## src/design/i2cra_pkg.sv

```systemverilog
// ----------------------------------------------------------------------------
// I2C register access master package
// Shared types, opcodes and constants of the front end, queue and bus engine.
// ----------------------------------------------------------------------------
package i2cra_pkg;

  typedef enum logic [1:0] {
    OP_TICK  = 2'd0,
    OP_WRITE = 2'd1,
    OP_READ  = 2'd2
  } op_e;

  localparam logic REG_DEVICE_ADDRESS = 1'b0;
  localparam logic REG_BCD_CONVERT    = 1'b1;

  localparam int unsigned QUEUE_DEPTH_DEFAULT = 2;

  localparam logic [6:0] DEVICE_ADDRESS_RESET = 7'd104;
  localparam logic       BCD_CONVERT_RESET    = 1'b1;
  localparam logic [6:0] BCD_MAX              = 7'd99;
  localparam logic [7:0] MASKED_REGISTER      = 8'd2;
  localparam logic [7:0] MASKED_READ_BITS     = 8'h3f;

  typedef struct packed {
    logic       is_cmd;
    logic       is_read;
    logic [7:0] reg_addr;
    logic [7:0] value;
    logic       sda;
  } item_t;

endpackage

```

## src/design/i2c_register_access_master.sv

```systemverilog
// ----------------------------------------------------------------------------
// I2C register access master
// Pin-level I2C master for one-byte register writes and reads with BCD mode.
// ----------------------------------------------------------------------------
// Channel  Direction  Handshake                   Payload
// s_axis   in         tvalid/tready               tuser op, tdata reg/value/sda
// m_axis   out        tvalid/tready               tdata lines, status, read byte
// apb      in         psel/penable/pwrite/pready  device address, BCD enable
//
// The block takes one transaction per clock while the queue has room and returns one result per item.
// An accepted item passes through the queue and then the output register.
// The bus engine runs one sequencer step per item, which sets the rate.
// Reset leaves the bus idle with both lines released.
// A stalled output fills the queue (two entries by default), then tready drops.
// ----------------------------------------------------------------------------
module i2c_register_access_master
  import i2cra_pkg::*;
#(
  parameter int unsigned QueueDepth = QUEUE_DEPTH_DEFAULT
) (
  input  logic        clk_i,
  input  logic        rst_ni,
  input  logic        s_axis_tvalid,
  output logic        s_axis_tready,
  input  logic [23:0] s_axis_tdata,  // reg_addr[7:0], write_value[15:8], sda_sample[16]
  input  logic [1:0]  s_axis_tuser,  // op[1:0]
  output logic        m_axis_tvalid,
  input  logic        m_axis_tready,
  output logic [15:0] m_axis_tdata,  // scl, sda, busy, done, read_value[11:4], nack[12]
  input  logic        psel,
  input  logic        penable,
  input  logic        pwrite,
  input  logic [2:0]  paddr,
  input  logic [31:0] pwdata,
  output logic [31:0] prdata,
  output logic        pready
);

  logic [6:0] device_address_q;
  logic       bcd_convert_q;
  item_t      front_item;
  item_t      queue_item;
  logic       queue_full;
  logic       queue_empty;
  logic       queue_pop;
  logic       push;
  logic       cfg_write;

  assign pready    = 1'b1;
  assign cfg_write = psel && penable && pwrite && pready;
  assign prdata    = (paddr[2] == REG_BCD_CONVERT) ? {31'd0, bcd_convert_q}
                                                   : {25'd0, device_address_q};

  always_ff @(posedge clk_i or negedge rst_ni) begin
    if (!rst_ni) begin
      device_address_q <= DEVICE_ADDRESS_RESET;
      bcd_convert_q    <= BCD_CONVERT_RESET;
    end else if (cfg_write) begin
      if (paddr[2] == REG_DEVICE_ADDRESS) begin
        device_address_q <= pwdata[6:0];
      end else begin
        bcd_convert_q <= pwdata[0];
      end
    end
  end

  assign s_axis_tready = !queue_full;
  assign push          = s_axis_tvalid && s_axis_tready;

  i2cra_front u_front (
    .op_i          (s_axis_tuser),
    .reg_addr_i    (s_axis_tdata[7:0]),
    .write_value_i (s_axis_tdata[15:8]),
    .sda_sample_i  (s_axis_tdata[16]),
    .bcd_convert_i (bcd_convert_q),
    .item_o        (front_item)
  );

  i2cra_queue #(
    .Depth (QueueDepth)
  ) u_queue (
    .clk_i       (clk_i),
    .rst_ni      (rst_ni),
    .push_i      (push),
    .push_item_i (front_item),
    .full_o      (queue_full),
    .pop_i       (queue_pop),
    .empty_o     (queue_empty),
    .pop_item_o  (queue_item)
  );

  i2cra_engine u_engine (
    .clk_i            (clk_i),
    .rst_ni           (rst_ni),
    .item_valid_i     (!queue_empty),
    .item_i           (queue_item),
    .item_pop_o       (queue_pop),
    .device_address_i (device_address_q),
    .bcd_convert_i    (bcd_convert_q),
    .m_valid_o        (m_axis_tvalid),
    .m_ready_i        (m_axis_tready),
    .m_data_o         (m_axis_tdata)
  );

  a_done_not_busy: assert property (@(posedge clk_i) disable iff (!rst_ni)
    m_axis_tvalid && m_axis_tdata[3] |-> !m_axis_tdata[2])
    else $error("done reported while still busy");

  a_done_lines_released: assert property (@(posedge clk_i) disable iff (!rst_ni)
    m_axis_tvalid && m_axis_tdata[3] |-> m_axis_tdata[0] && m_axis_tdata[1])
    else $error("lines not released after stop");

  a_read_zero_without_done: assert property (@(posedge clk_i) disable iff (!rst_ni)
    m_axis_tvalid && !m_axis_tdata[3] |-> m_axis_tdata[11:4] == 8'd0)
    else $error("read byte shown without done");

  a_queue_pop_needs_item: assert property (@(posedge clk_i) disable iff (!rst_ni)
    queue_pop |-> !queue_empty)
    else $error("queue popped while empty");

endmodule

```

## src/design/i2cra_front.sv

```systemverilog
// ----------------------------------------------------------------------------
// I2C register access master front end
// Classifies an incoming item as command or tick and converts write data to BCD in BCD mode.
// ----------------------------------------------------------------------------
module i2cra_front
  import i2cra_pkg::*;
(
  input  logic [1:0] op_i,
  input  logic [7:0] reg_addr_i,
  input  logic [7:0] write_value_i,
  input  logic       sda_sample_i,
  input  logic       bcd_convert_i,
  output item_t      item_o
);

  logic [6:0]  sat;
  logic [14:0] prod;
  logic [3:0]  tens;
  logic [6:0]  tens_x10;
  logic [6:0]  ones;
  logic [7:0]  bcd_value;

  assign sat       = (write_value_i > {1'b0, BCD_MAX}) ? BCD_MAX : write_value_i[6:0];
  assign prod      = {8'd0, sat} * 15'd205;
  assign tens      = prod[14:11];
  assign tens_x10  = {tens, 3'd0} + {2'd0, tens, 1'b0};
  assign ones      = sat - tens_x10;
  assign bcd_value = {tens, ones[3:0]};

  always_comb begin
    item_o.is_cmd   = (op_i == OP_WRITE) || (op_i == OP_READ);
    item_o.is_read  = (op_i == OP_READ);
    item_o.reg_addr = reg_addr_i;
    item_o.value    = bcd_convert_i ? bcd_value : write_value_i;
    item_o.sda      = sda_sample_i;
  end

endmodule

```

## src/design/i2cra_queue.sv

```systemverilog
// ----------------------------------------------------------------------------
// I2C register access master queue
// Short first-in first-out queue between the front end and the bus engine.
// ----------------------------------------------------------------------------
module i2cra_queue
  import i2cra_pkg::*;
#(
  parameter int unsigned Depth = QUEUE_DEPTH_DEFAULT
) (
  input  logic  clk_i,
  input  logic  rst_ni,
  input  logic  push_i,
  input  item_t push_item_i,
  output logic  full_o,
  input  logic  pop_i,
  output logic  empty_o,
  output item_t pop_item_o
);

  localparam int unsigned PtrW = (Depth > 1) ? $clog2(Depth) : 1;
  localparam int unsigned CntW = $clog2(Depth + 1);
  localparam logic [PtrW-1:0] PtrLast = PtrW'(Depth - 1);
  localparam logic [CntW-1:0] CntFull = CntW'(Depth);

  item_t           mem_q [Depth];
  logic [PtrW-1:0] wr_ptr_q, wr_ptr_d;
  logic [PtrW-1:0] rd_ptr_q, rd_ptr_d;
  logic [CntW-1:0] count_q, count_d;

  assign full_o     = (count_q == CntFull);
  assign empty_o    = (count_q == '0);
  assign pop_item_o = mem_q[rd_ptr_q];

  always_comb begin
    wr_ptr_d = wr_ptr_q;
    rd_ptr_d = rd_ptr_q;
    count_d  = count_q;
    if (push_i) begin
      wr_ptr_d = (wr_ptr_q == PtrLast) ? '0 : wr_ptr_q + 1'b1;
    end
    if (pop_i) begin
      rd_ptr_d = (rd_ptr_q == PtrLast) ? '0 : rd_ptr_q + 1'b1;
    end
    if (push_i && !pop_i) begin
      count_d = count_q + 1'b1;
    end else if (pop_i && !push_i) begin
      count_d = count_q - 1'b1;
    end
  end

  always_ff @(posedge clk_i or negedge rst_ni) begin
    if (!rst_ni) begin
      wr_ptr_q <= '0;
      rd_ptr_q <= '0;
      count_q  <= '0;
    end else begin
      wr_ptr_q <= wr_ptr_d;
      rd_ptr_q <= rd_ptr_d;
      count_q  <= count_d;
    end
  end

  always_ff @(posedge clk_i) begin
    if (push_i) begin
      mem_q[wr_ptr_q] <= push_item_i;
    end
  end

endmodule

```

## src/design/i2cra_engine.sv

```systemverilog
// ----------------------------------------------------------------------------
// I2C register access master bus engine
// Steps the bus sequence once per queued item and registers the result.
// ----------------------------------------------------------------------------
module i2cra_engine
  import i2cra_pkg::*;
(
  input  logic        clk_i,
  input  logic        rst_ni,
  input  logic        item_valid_i,
  input  item_t       item_i,
  output logic        item_pop_o,
  input  logic [6:0]  device_address_i,
  input  logic        bcd_convert_i,
  output logic        m_valid_o,
  input  logic        m_ready_i,
  output logic [15:0] m_data_o
);

  localparam logic [4:0] PH_IDLE     = 5'd0;
  localparam logic [4:0] PH_START_A  = 5'd1;
  localparam logic [4:0] PH_START_B  = 5'd2;
  localparam logic [4:0] PH_WLOW     = 5'd3;
  localparam logic [4:0] PH_WHIGH    = 5'd4;
  localparam logic [4:0] PH_WTAIL    = 5'd5;
  localparam logic [4:0] PH_ACK_LOW  = 5'd6;
  localparam logic [4:0] PH_ACK_HIGH = 5'd7;
  localparam logic [4:0] PH_ACK_TAIL = 5'd8;
  localparam logic [4:0] PH_RHIGH    = 5'd9;
  localparam logic [4:0] PH_RLOW     = 5'd10;
  localparam logic [4:0] PH_STOP     = 5'd11;

  logic [4:0]  phase_q, phase_d;
  logic [3:0]  cnt_q, cnt_d;
  logic [7:0]  shift_q, shift_d;
  logic [1:0]  byte_q, byte_d;
  logic        is_read_q, is_read_d;
  logic [7:0]  held_reg_q, held_reg_d;
  logic [7:0]  held_val_q, held_val_d;
  logic        ack_q, ack_d;
  logic        m_valid_q;
  logic [15:0] m_data_q;

  logic [3:0]  cnt_inc;
  logic        done;
  logic        scl;
  logic        sda;
  logic [7:0]  masked;
  logic [7:0]  decoded;
  logic [7:0]  read_value;

  assign item_pop_o = item_valid_i && (!m_valid_q || m_ready_i);
  assign cnt_inc    = cnt_q + 4'd1;

  always_comb begin
    phase_d    = phase_q;
    cnt_d      = cnt_q;
    shift_d    = shift_q;
    byte_d     = byte_q;
    is_read_d  = is_read_q;
    held_reg_d = held_reg_q;
    held_val_d = held_val_q;
    ack_d      = ack_q;
    done       = 1'b0;
    if (item_pop_o) begin
      if (item_i.is_cmd) begin
        if (phase_q == PH_IDLE) begin
          is_read_d  = item_i.is_read;
          held_reg_d = item_i.reg_addr;
          held_val_d = item_i.value;
          ack_d      = 1'b0;
          byte_d     = 2'd0;
          cnt_d      = 4'd0;
          shift_d    = 8'd0;
          phase_d    = PH_START_A;
        end
      end else begin
        unique case (phase_q)
          PH_START_A: phase_d = PH_START_B;
          PH_START_B: begin
            shift_d = {device_address_i, (byte_q == 2'd2)};
            cnt_d   = 4'd0;
            phase_d = PH_WLOW;
          end
          PH_WLOW:  phase_d = PH_WHIGH;
          PH_WHIGH: phase_d = PH_WTAIL;
          PH_WTAIL: begin
            shift_d = {shift_q[6:0], 1'b0};
            cnt_d   = cnt_inc;
            phase_d = cnt_inc[3] ? PH_ACK_LOW : PH_WLOW;
          end
          PH_ACK_LOW: phase_d = PH_ACK_HIGH;
          PH_ACK_HIGH: begin
            if (item_i.sda) begin
              ack_d = 1'b1;
            end
            phase_d = PH_ACK_TAIL;
          end
          PH_ACK_TAIL: begin
            if (byte_q == 2'd0) begin
              byte_d  = 2'd1;
              shift_d = held_reg_q;
              cnt_d   = 4'd0;
              phase_d = PH_WLOW;
            end else if (byte_q == 2'd1) begin
              byte_d = 2'd2;
              if (is_read_q) begin
                phase_d = PH_START_A;
              end else begin
                shift_d = held_val_q;
                cnt_d   = 4'd0;
                phase_d = PH_WLOW;
              end
            end else if (is_read_q) begin
              shift_d = 8'd0;
              cnt_d   = 4'd0;
              phase_d = PH_RHIGH;
            end else begin
              phase_d = PH_STOP;
            end
          end
          PH_RHIGH: begin
            shift_d = {shift_q[6:0], item_i.sda};
            phase_d = PH_RLOW;
          end
          PH_RLOW: begin
            cnt_d   = cnt_inc;
            phase_d = cnt_inc[3] ? PH_STOP : PH_RHIGH;
          end
          PH_STOP: begin
            phase_d = PH_IDLE;
            done    = 1'b1;
          end
          default: phase_d = PH_IDLE;
        endcase
      end
    end
  end

  always_comb begin
    unique case (phase_d)
      PH_START_A:  begin scl = 1'b1; sda = 1'b1; end
      PH_START_B:  begin scl = 1'b1; sda = 1'b0; end
      PH_WLOW:     begin scl = 1'b0; sda = shift_d[7]; end
      PH_WHIGH:    begin scl = 1'b1; sda = shift_d[7]; end
      PH_WTAIL:    begin scl = 1'b0; sda = (cnt_d == 4'd7) ? 1'b1 : shift_d[7]; end
      PH_ACK_LOW:  begin scl = 1'b0; sda = 1'b1; end
      PH_ACK_HIGH: begin scl = 1'b1; sda = 1'b1; end
      PH_ACK_TAIL: begin scl = 1'b0; sda = 1'b1; end
      PH_RHIGH:    begin scl = 1'b1; sda = 1'b1; end
      PH_RLOW:     begin scl = 1'b0; sda = 1'b1; end
      PH_STOP:     begin scl = 1'b1; sda = 1'b0; end
      default:     begin scl = 1'b1; sda = 1'b1; end
    endcase
  end

  assign masked  = (held_reg_q == MASKED_REGISTER) ? (shift_q & MASKED_READ_BITS) : shift_q;
  assign decoded = {1'b0, masked[7:4], 3'd0} + {3'd0, masked[7:4], 1'b0} + {4'd0, masked[3:0]};

  always_comb begin
    read_value = 8'd0;
    if (done && is_read_q) begin
      read_value = bcd_convert_i ? decoded : shift_q;
    end
  end

  always_ff @(posedge clk_i or negedge rst_ni) begin
    if (!rst_ni) begin
      phase_q    <= PH_IDLE;
      cnt_q      <= 4'd0;
      shift_q    <= 8'd0;
      byte_q     <= 2'd0;
      is_read_q  <= 1'b0;
      held_reg_q <= 8'd0;
      held_val_q <= 8'd0;
      ack_q      <= 1'b0;
      m_valid_q  <= 1'b0;
    end else begin
      phase_q    <= phase_d;
      cnt_q      <= cnt_d;
      shift_q    <= shift_d;
      byte_q     <= byte_d;
      is_read_q  <= is_read_d;
      held_reg_q <= held_reg_d;
      held_val_q <= held_val_d;
      ack_q      <= ack_d;
      if (item_pop_o) begin
        m_valid_q <= 1'b1;
      end else if (m_ready_i) begin
        m_valid_q <= 1'b0;
      end
    end
  end

  always_ff @(posedge clk_i) begin
    if (item_pop_o) begin
      m_data_q <= {3'd0, ack_d, read_value, done, (phase_d != PH_IDLE), sda, scl};
    end
  end

  assign m_valid_o = m_valid_q;
  assign m_data_o  = m_data_q;

endmodule
```

## config.mk

```make
export PLATFORM = sky130hd
export DESIGN_NAME = i2c_register_access_master
export DESIGN_NICKNAME = d
export VERILOG_FILES = /design/src/design/i2cra_pkg.sv /design/src/design/i2c_register_access_master.sv /design/src/design/i2cra_front.sv /design/src/design/i2cra_queue.sv /design/src/design/i2cra_engine.sv
export SDC_FILE = /design/constraint.sdc
export NUM_CORES = 1
export LEC_CHECK = 0
export BUFFER_PORTS_ARGS = -buffer_cell sky130_fd_sc_hd__buf_4
export CELL_PAD_IN_SITES_DETAIL_PLACEMENT = 1
export CELL_PAD_IN_SITES_GLOBAL_PLACEMENT = 1
export CORE_MARGIN = 10
export CORE_UTILIZATION = 34
export DETAILED_ROUTE_END_ITERATION = 7
export PLACE_DENSITY = 0.67
export SYNTH_ARGS = -nofsm -noshare
export SYNTH_HDL_FRONTEND = slang
export SYNTH_SLANG_ARGS = --single-unit
```

## constraint.sdc

```tcl
create_clock -name clk_i -period 8.95 [get_ports clk_i]
set_clock_uncertainty 0.15 [all_clocks]
set_input_delay 2.685 -clock clk_i [delete_from_list [all_inputs] [get_ports clk_i]]
set_output_delay 2.685 -clock clk_i [all_outputs]
set_load 0.05 [all_outputs]
```

Word-level counts from Yosys, hierarchy flattened
Memories as Yosys holds them, arrays and structs flattened.
Cells that the tools add are included.
{ "totals": {"register_bits": 63, "ram_bits": 38, "out_inout_bits": 51, "word_cells": 146, "memories": 1} }
{ "op_classes": {"addsub": 9, "multipliers": 1, "order_cmp": 1, "eq_ne": 29, "mux": 55, "bitwise": 1, "n_reduce_logical": 32} }
{ "mem_list": {"columns": ["memory", "words", "word_bits", "read_ports", "rd_ports_with_merged_regs", "wr", "line_no", "text"], "rows": [
  ["u_queue.mem_q", 2, 19, 1, 0, 1, "i2cra_queue.sv:25", "item_t mem_q [Depth];"]
]} }
{ "ops": {"columns": ["operator", "count"], "rows": [
  ["$mux 8", 10],
  ["$pmux 5 s10", 1],
  ["$eq 5x3->1 const B", 7],
  ["$eq 5x4->1 const B", 7],
  ["$pmux 8 s4", 1],
  ["$mux 4", 7],
  ["$mux 5", 5],
  ["$eq 5x2->1 const B", 4],
  ["$mux 2", 10],
  ["$mux 1", 16],
  ["$mul 7x8->15 const B", 1],
  ["$mux 7", 2],
  ["$pmux 4 s3", 1],
  ["$reduce_bool 5->1", 2],
  ["$add 7x5->8", 1],
  ["$add 8x4->8", 1],
  ["$eq 8x2->1 const B", 1],
  ["$gt 8x7->1 const B", 1],
  ["$logic_and 1x1->1", 7],
  ["$eq 2x2->1 const B", 3],
  ["$reduce_bool 2->1", 3],
  ["$reduce_or 2->1", 3],
  ["$eq 5x1->1 const B", 1],
  ["$logic_not 1->1", 5],
  ["other kinds (23)", 28]
]} }

Logic depth before layout (Yosys ltp)
Gate-level depths: netlist (run 1).
{ "depth": {"ltp_word": 9, "mapped_depth": 21, "ltp_nobuf": 21} }

Modules after synthesis
A second synthesis (run 1) with hierarchy kept.
{ "unflattened": {"cells_unflattened": 583, "area_unflattened_um2": 6656.4} }
{ "modules_own_cells": {"columns": ["mod", "n_inst", "cells_per_inst", "area_each_um2", "seq_area_each_um2"], "rows": [
  ["i2cra_engine", 1, 295, 3101.7, 1341.3],
  ["i2cra_queue", 1, 75, 1637.8, 1241.2],
  ["i2cra_front", 1, 157, 1311.3, 0.0],
  ["i2c_register_access_master", 1, 56, 605.6, 205.2]
]} }

Least setup slack after synthesis (run 1)
Ideal clock, no wire load.
{ "synth_timing": {"path_type": "input-to-reg", "from": "input port s_axis_tdata[12]", "to": "memory u_queue.mem_q[0][4] in the netlist's numbering, data pin", "setup_ps": 262, "t_arrival_ps": 7289, "required_ps": 8538, "setup_slack_ps": 1249, "stages": 20, "path_buffers": 0, "path_cell_list": "or3_1 -> a31oi_1 -> and2_1 -> ha_1 -> ha_1 -> fa_1 -> inv_1 -> fa_1 -> inv_1 -> ha_1 -> a211oi_1 -> or2_2 -> o311ai_1 -> nor3_1 -> a211oi_1 -> ha_1 -> a211oi_1 -> xnor2_1 -> xnor2_1 -> mux2_2"} }
{ "synth_lines": {"columns": ["item", "line_no", "text"], "rows": [
  ["start: declaration", "i2c_register_access_master.sv:25", "input logic [23:0] s_axis_tdata,"],
  ["end: declaration", "i2cra_queue.sv:25", null]
]} }

==> results.toml, run 1 <==
[logic_synthesis]
synth_top_family_by_area = "simple AND/OR/NAND/NOR gates"
ys_ff_latch = 101
async_flop_share = 0.495
synth-xor-area-share = 0.0253
synthMuxAreaShare = 0.0661
synth_fa_ha_area_frac = 0.116
synth_edf_count = 51
yosysUniqueCellTypes = 74
netlist_area_mm2 = 0.00623
synth_simple_gate_area_share = 0.137
ys_seq_area_frac = 0.447
synth_area_per_cell_um2 = 10.9
yosysWarnings = 0
syn_inst = 573
synthFlopType = "edfxtp_1"
synth_compound_area_frac = 0.134

[global_route]
grt_max_degree = 51
grt_pass1_vias = 4686
grt_pass1_wl_mm = 24.0
antenna_found_initial = 0
grt_usage = 0.122
grt_overflow = 0

[timing]
min_period_ns = 8.07
hold_viol_final = 0
rsz0062_at_grt = "false"
hold-worst-slack_ns = 0.339
tightest_slew_ns = 1.12
fmax_mhz = 124
min_period_over_period = 0.902
relSlewSlack = 0.256
fin_setup_tns_ns = 0
setup_viol = 0
slew_violations = 0

[run]
maxCapViolCount = 0

[route]
final_antenna_net_count = 0
routedWlPerCell_um = 16.6
viasPerCell = 5.04
wirelength_mm = 14.2
drt_first_pass_iters = 4
num_vias = 4295
drc_errors = 0
drtIter0Drc = 230

[floorplanning]
die_w_um = 155
dieArea_mm2 = 0.0241
num_rows = 49
fp.dieH_um = 155
coreArea_mm2 = 0.0180
start_util = 0.346
io_pins = 119

[critical_path]
ff2ff_setup_slack_ns = 5.04
crit_required_ns = 8.90
critPathMaxFanout = 5
cpPeakStageDelay_ns = 0.51
crit_chain = "buf_4 -> or3_1 -> a31oi_1 -> and2_1 -> ha_1 -> ha_1 -> fa_1 -> inv_1 -> fa_1 -> inv_1 -> ha_1 -> a211oi_1 -> or2_2 -> o311ai_1 -> nor3_1 -> a211oi_1 -> ha_1 -> a211oi_1 -> xnor2_1 -> xnor2_1 -> mux2_2"
worstSetupPathType = "input pin to flop"
slowest_stage = "fa_1"
crit_family = "adder cells"
start_kind = "input pin"
worstSetupEndpointType = "flop"
path_buf_inv = 3
cp_common_cell = "ha_1"
cp_data_arrival_time_ns = 8.03

[clocking]
htreeDepth = 3
numCtsBuffers = 9
post_cts_resized = 0
clk_pin_slew_ns = 0.06
cts.path.max_buffers = 2
cts_setup_buffers = 0
cts_hold_buf = 0
cts_tree = "done"
root_buffer = "clkbuf_16"
clk_latency_ns = 0.36
clock-sinks = 101

[layout]
antennaDiodeCount = 0
layout_common_cells = "56 x buf_4, 51 x edfxtp_1, 46 x dfrtp_1"
layout.cells.non_filler = 853
syn_to_final_growth_pct = 12.7
fin_nets = 739
layout_commonest_cell = "buf_4"
stdcell_area_mm2 = 0.00702
layout-drive-gt1-share = 0.173

[placement]
placedCellCount = 837
hpwlAfterDp_mm = 11.1
placed_cell_area_mm2 = 0.00673
gp_congestion = 0.828
portBuffers = 55

[power]
power_density_mw_per_mm2 = 299
p_total_mw = 2.10
ir_drop_mv = 0.134
leakagePower_nw = 3.09

[outcome]
status = "complete, no violations"

[min_path]
min_path_type = "flop to flop"
-- layer usage --
| layer | GRT usage | up-vias | part of all wire |
|---|---|---|---|
| met5 | 0 | - | 0 |
| met4 | 0.0490 | 0 | 0.020 |
| met3 | 0.0303 | 18 | 0.047 |
| met2 | 0.208 | 71 | 0.50 |
| met1 | 0.142 | 2101 | 0.44 |
| li1 | - | 2105 | - |
-- area by class of cell --
cell class | instances | area [µm²]
fill | 2027 | 11000
multi-input combinational | 413 | 3090
sequential | 101 | 2790
timing repair buffer | 56 | 420
tap | 229 | 287
clock buffer | 12 | 246
inverter | 38 | 143
clock inverter | 4 | 47.5
-- cell usage after synthesis (all sizes together), types with 6 or more instances --
cell	count	share of area
a211oi	9	0.012
o31ai	8	0.0096
xnor2	12	0.017
and2	9	0.0090
nand2	38	0.023
o21ai	28	0.022
ha	42	0.084
a22oi	9	0.012
nor2b	16	0.016
nand2b	10	0.010
inv	38	0.023
mux2	14	0.026
buf	43	0.047
nor2	32	0.020
nand3	9	0.0072
a21oi	17	0.015
edfxtp	51	0.25
fa	10	0.032
a221oi	6	0.0084
xor2	6	0.0084
mux2i	25	0.040
nor3	10	0.011
dfrtp	46	0.18
and3	9	0.0090
-- state kept, by name, indices dropped and copies added (netlist names) --
register,cells
u_engine.phase_q,5
u_engine.ack_q,1
u_engine.cnt_q,4
u_engine.shift_q,8
u_engine.byte_q,2
u_queue.rd_ptr_q,1
u_engine.m_valid_o,1
u_engine.held_val_q,8
u_queue.wr_ptr_q,1
device_address_q,7
u_engine.is_read_q,1
u_queue.mem_q,38
u_engine.held_reg_q,8
u_queue.count_q,2
u_engine.m_data_o,13
bcd_convert_q,1
-- final timing paths --
check,startpoint,end,cells past startpoint
setup / recovery,s_axis_tdata[12],u_queue.mem_q[0][4],21
hold / removal,u_queue.wr_ptr_q,u_queue.wr_ptr_q,1
setup reg to reg,u_queue.rd_ptr_q,u_engine.m_data_o[1],7
hold reg to reg,u_queue.wr_ptr_q,u_queue.wr_ptr_q,1
max in group asynchronous,rst_ni,device_address_q[4],1
min in group asynchronous,rst_ni,u_engine.phase_q[4],1
-- kinds of logic (layout without fill, tap and decap cells) --
group / after synthesis / after routing
simple gates: 159 / 159
compound gates: 116 / 116
flops: 101 / 101
buf+inv: 86 / 110
fa+ha+maj: 52 / 52
mux: 39 / 39
xor+xnor: 18 / 18
other cells: 2 / 29
-- power by group --
part / switching (mW) / internal (mW)
clock network: 0.170 / 0.224
logic: 0.546 / 0.350
registers: 0.151 / 0.661
total: 0.867 / 1.23
-- through the flow --
step / utilization / worst slack [ns]
5_1_grt: 0.390 / 0.441
3_5_place_dp: 0.373 / 0.504
6_report: 0.390 / 0.876
4_1_cts: 0.390 / 0.869
2_1_floorplan: - / 1.25
3_3_place_gp: 0.373 / 0.562
Note: power is estimated with default switching activity, not from simulation.
==> inputs of run 2 (changes only) <==
--- a/config.mk
+++ b/config.mk
@@ -10,8 +10,9 @@
 export CELL_PAD_IN_SITES_GLOBAL_PLACEMENT = 1
 export CORE_MARGIN = 10
 export CORE_UTILIZATION = 34
+export CTS_BUF_LIST = sky130_fd_sc_hd__clkbuf_8
 export DETAILED_ROUTE_END_ITERATION = 7
-export PLACE_DENSITY = 0.67
+export PLACE_DENSITY = 0.65
 export SYNTH_ARGS = -nofsm -noshare
 export SYNTH_HDL_FRONTEND = slang
 export SYNTH_SLANG_ARGS = --single-unit
==> results.toml, run 2 (synthesis gave the netlist of run 1 again) <==
[global_route]
grt_usage = 0.123
antenna_found_initial = 0
grt_overflow = 0
grt_pass1_vias = 4771
grt_max_degree = 51
grt_pass1_wl_mm = 24.4

[route]
routedWlPerCell_um = 17.2
num_vias = 4368
final_antenna_net_count = 0
drt_first_pass_iters = 4
viasPerCell = 5.12
drtIter0Drc = 288
drc_errors = 0
wirelength_mm = 14.7

[placement]
portBuffers = 55
gp_congestion = 0.811
hpwlAfterDp_mm = 11.5

[layout]
layout_common_cells = "56 x buf_4, 51 x edfxtp_1, 46 x dfrtp_1"
syn_to_final_growth_pct = 11.6
multiInputGateArea_mm2 = 0.00309
nFillCells = 2030
layout_commonest_cell = "buf_4"
antennaDiodeCount = 0
top_register = "u_queue.mem_q"
regArea_mm2 = 0.00279
fin_nets = 739
largest_reg_flops = 38
layout-drive-gt1-share = 0.175

[floorplanning]
io_pins = 119
start_util = 0.346
die_w_um = 155
coreArea_mm2 = 0.0180
dieArea_mm2 = 0.0241
fp.dieH_um = 155
num_rows = 49

[clocking]
clock-sinks = 101
root_buffer = "clkbuf_8"
clk_latency_ns = 0.38
post_cts_resized = 0
clk_pin_slew_ns = 0.10
htreeDepth = 3
numCtsBuffers = 9
cts_hold_buf = 0
cts.path.max_buffers = 2
cts_tree = "done"
cts_setup_buffers = 0

[timing]
slew_violations = 0
min_period_over_period = 0.909
setup_viol = 0
hold-worst-slack_ns = 0.351
tightest_slew_ns = 1.14
min_period_ns = 8.13
rsz0062_at_grt = "false"
relSlewSlack = 0.242
fin_setup_tns_ns = 0
hold_viol_final = 0
fmax_mhz = 123

[critical_path]
path_buf_inv = 3
start_kind = "input pin"
critPathMaxFanout = 5
cp_common_cell = "ha_1"
crit_family = "adder cells"
crit_chain = "buf_4 -> or3_1 -> a31oi_1 -> nand2b_1 -> ha_1 -> inv_1 -> fa_1 -> inv_1 -> ha_1 -> ha_1 -> ha_1 -> o21ai_0 -> or2_2 -> o311ai_1 -> nor3_1 -> a211oi_1 -> ha_1 -> a211oi_1 -> xnor2_1 -> xnor2_1 -> mux2_2"
crit_required_ns = 8.92
worstSetupPathType = "input pin to flop"
worstSetupEndpointType = "flop"
slowest_stage = "fa_1"
cp_data_arrival_time_ns = 8.11
cpPeakStageDelay_ns = 0.47

[power]
p_int_mw = 1.18
p_total_mw = 2.05
ir_drop_mv = 0.181
power_density_mw_per_mm2 = 294
p_sw_uw = 870
leakagePower_nw = 3.06
switching_share = 0.425
power_frac_clock = 0.160
p_comb_frac = 0.443
seqPwrFrac = 0.398

[outcome]
status = "complete, no violations"

[run]
maxCapViolCount = 0

[min_path]
min_path_type = "flop to flop"
-- run 2: changes by cell type in the layout (fill, tap and decap cells not counted) --
cell	before	now
clkbuf_16	9	0
clkbuf_8	1	10
clkbuf_1	2	0
bufinv_16	1	2
clkinv_2	2	1
inv_1	37	38
inv_6	0	1
-- run 2: tightest hold or removal path: stages (launching register included) --
cell     delay, ns
dfrtp_1       0.36
nand2_1       0.05
o21ai_0       0.06
-- run 2: metal layers --
metal,vias to the layer above,part of all wire,global-route usage
li1,2105,-,-
met1,2179,0.45,0.147
met2,64,0.50,0.212
met3,20,0.035,0.0259
met4,0,0.020,0.0486
met5,-,0,0
-- run 2: final timing paths --
path | from | to | slack (ns) | cells after the start
min in group asynchronous | rst_ni | u_engine.phase_q[4] | 2.16 | 1
worst min register to register | u_engine.held_val_q[7] | u_engine.held_val_q[7] | 0.35 | 2
max in group asynchronous | rst_ni | u_engine.held_val_q[1] | 6.02 | 1
worst max register to register | u_queue.rd_ptr_q | u_engine.m_data_o[1] | 4.88 | 7
worst min-delay path | u_engine.held_val_q[7] | u_engine.held_val_q[7] | 0.35 | 2
worst max-delay path | s_axis_tdata[12] | u_queue.mem_q[1][4] | 0.82 | 21
-- run 2: through the flow --
stage	cells	worst slack, ns	utilization	instance area [µm²]
after global routing	853	0.477	0.386	6950
after CTS	853	0.853	0.386	6950
after floorplan	600	1.25	-	6330
after detailed placement	837	0.446	0.373	6730
final	853	0.817	0.386	6950
after global placement	837	0.562	0.373	6730
-- run 2: final cells by class --
| class | count | share of cell area |
|---|---|---|
| multi-input cells | 413 | 0.445 |
| clock inverters | 6 | 0.0122 |
| repair buffers | 56 | 0.0605 |
| inverters | 38 | 0.0205 |
| well taps | 229 | 0.0412 |
| clock buffers | 10 | 0.0198 |
| flip-flops and latches | 101 | 0.401 |
-- run 2: power groups by stage --
stage,logic [mW],registers (mW),clock network (mW)
floorplan,0.680,0.821,0
global placement,0.876,0.816,0
detailed placement,0.907,0.824,0
CTS,0.913,0.815,0.338
global route,1.01,0.838,0.355
finish,0.905,0.814,0.327
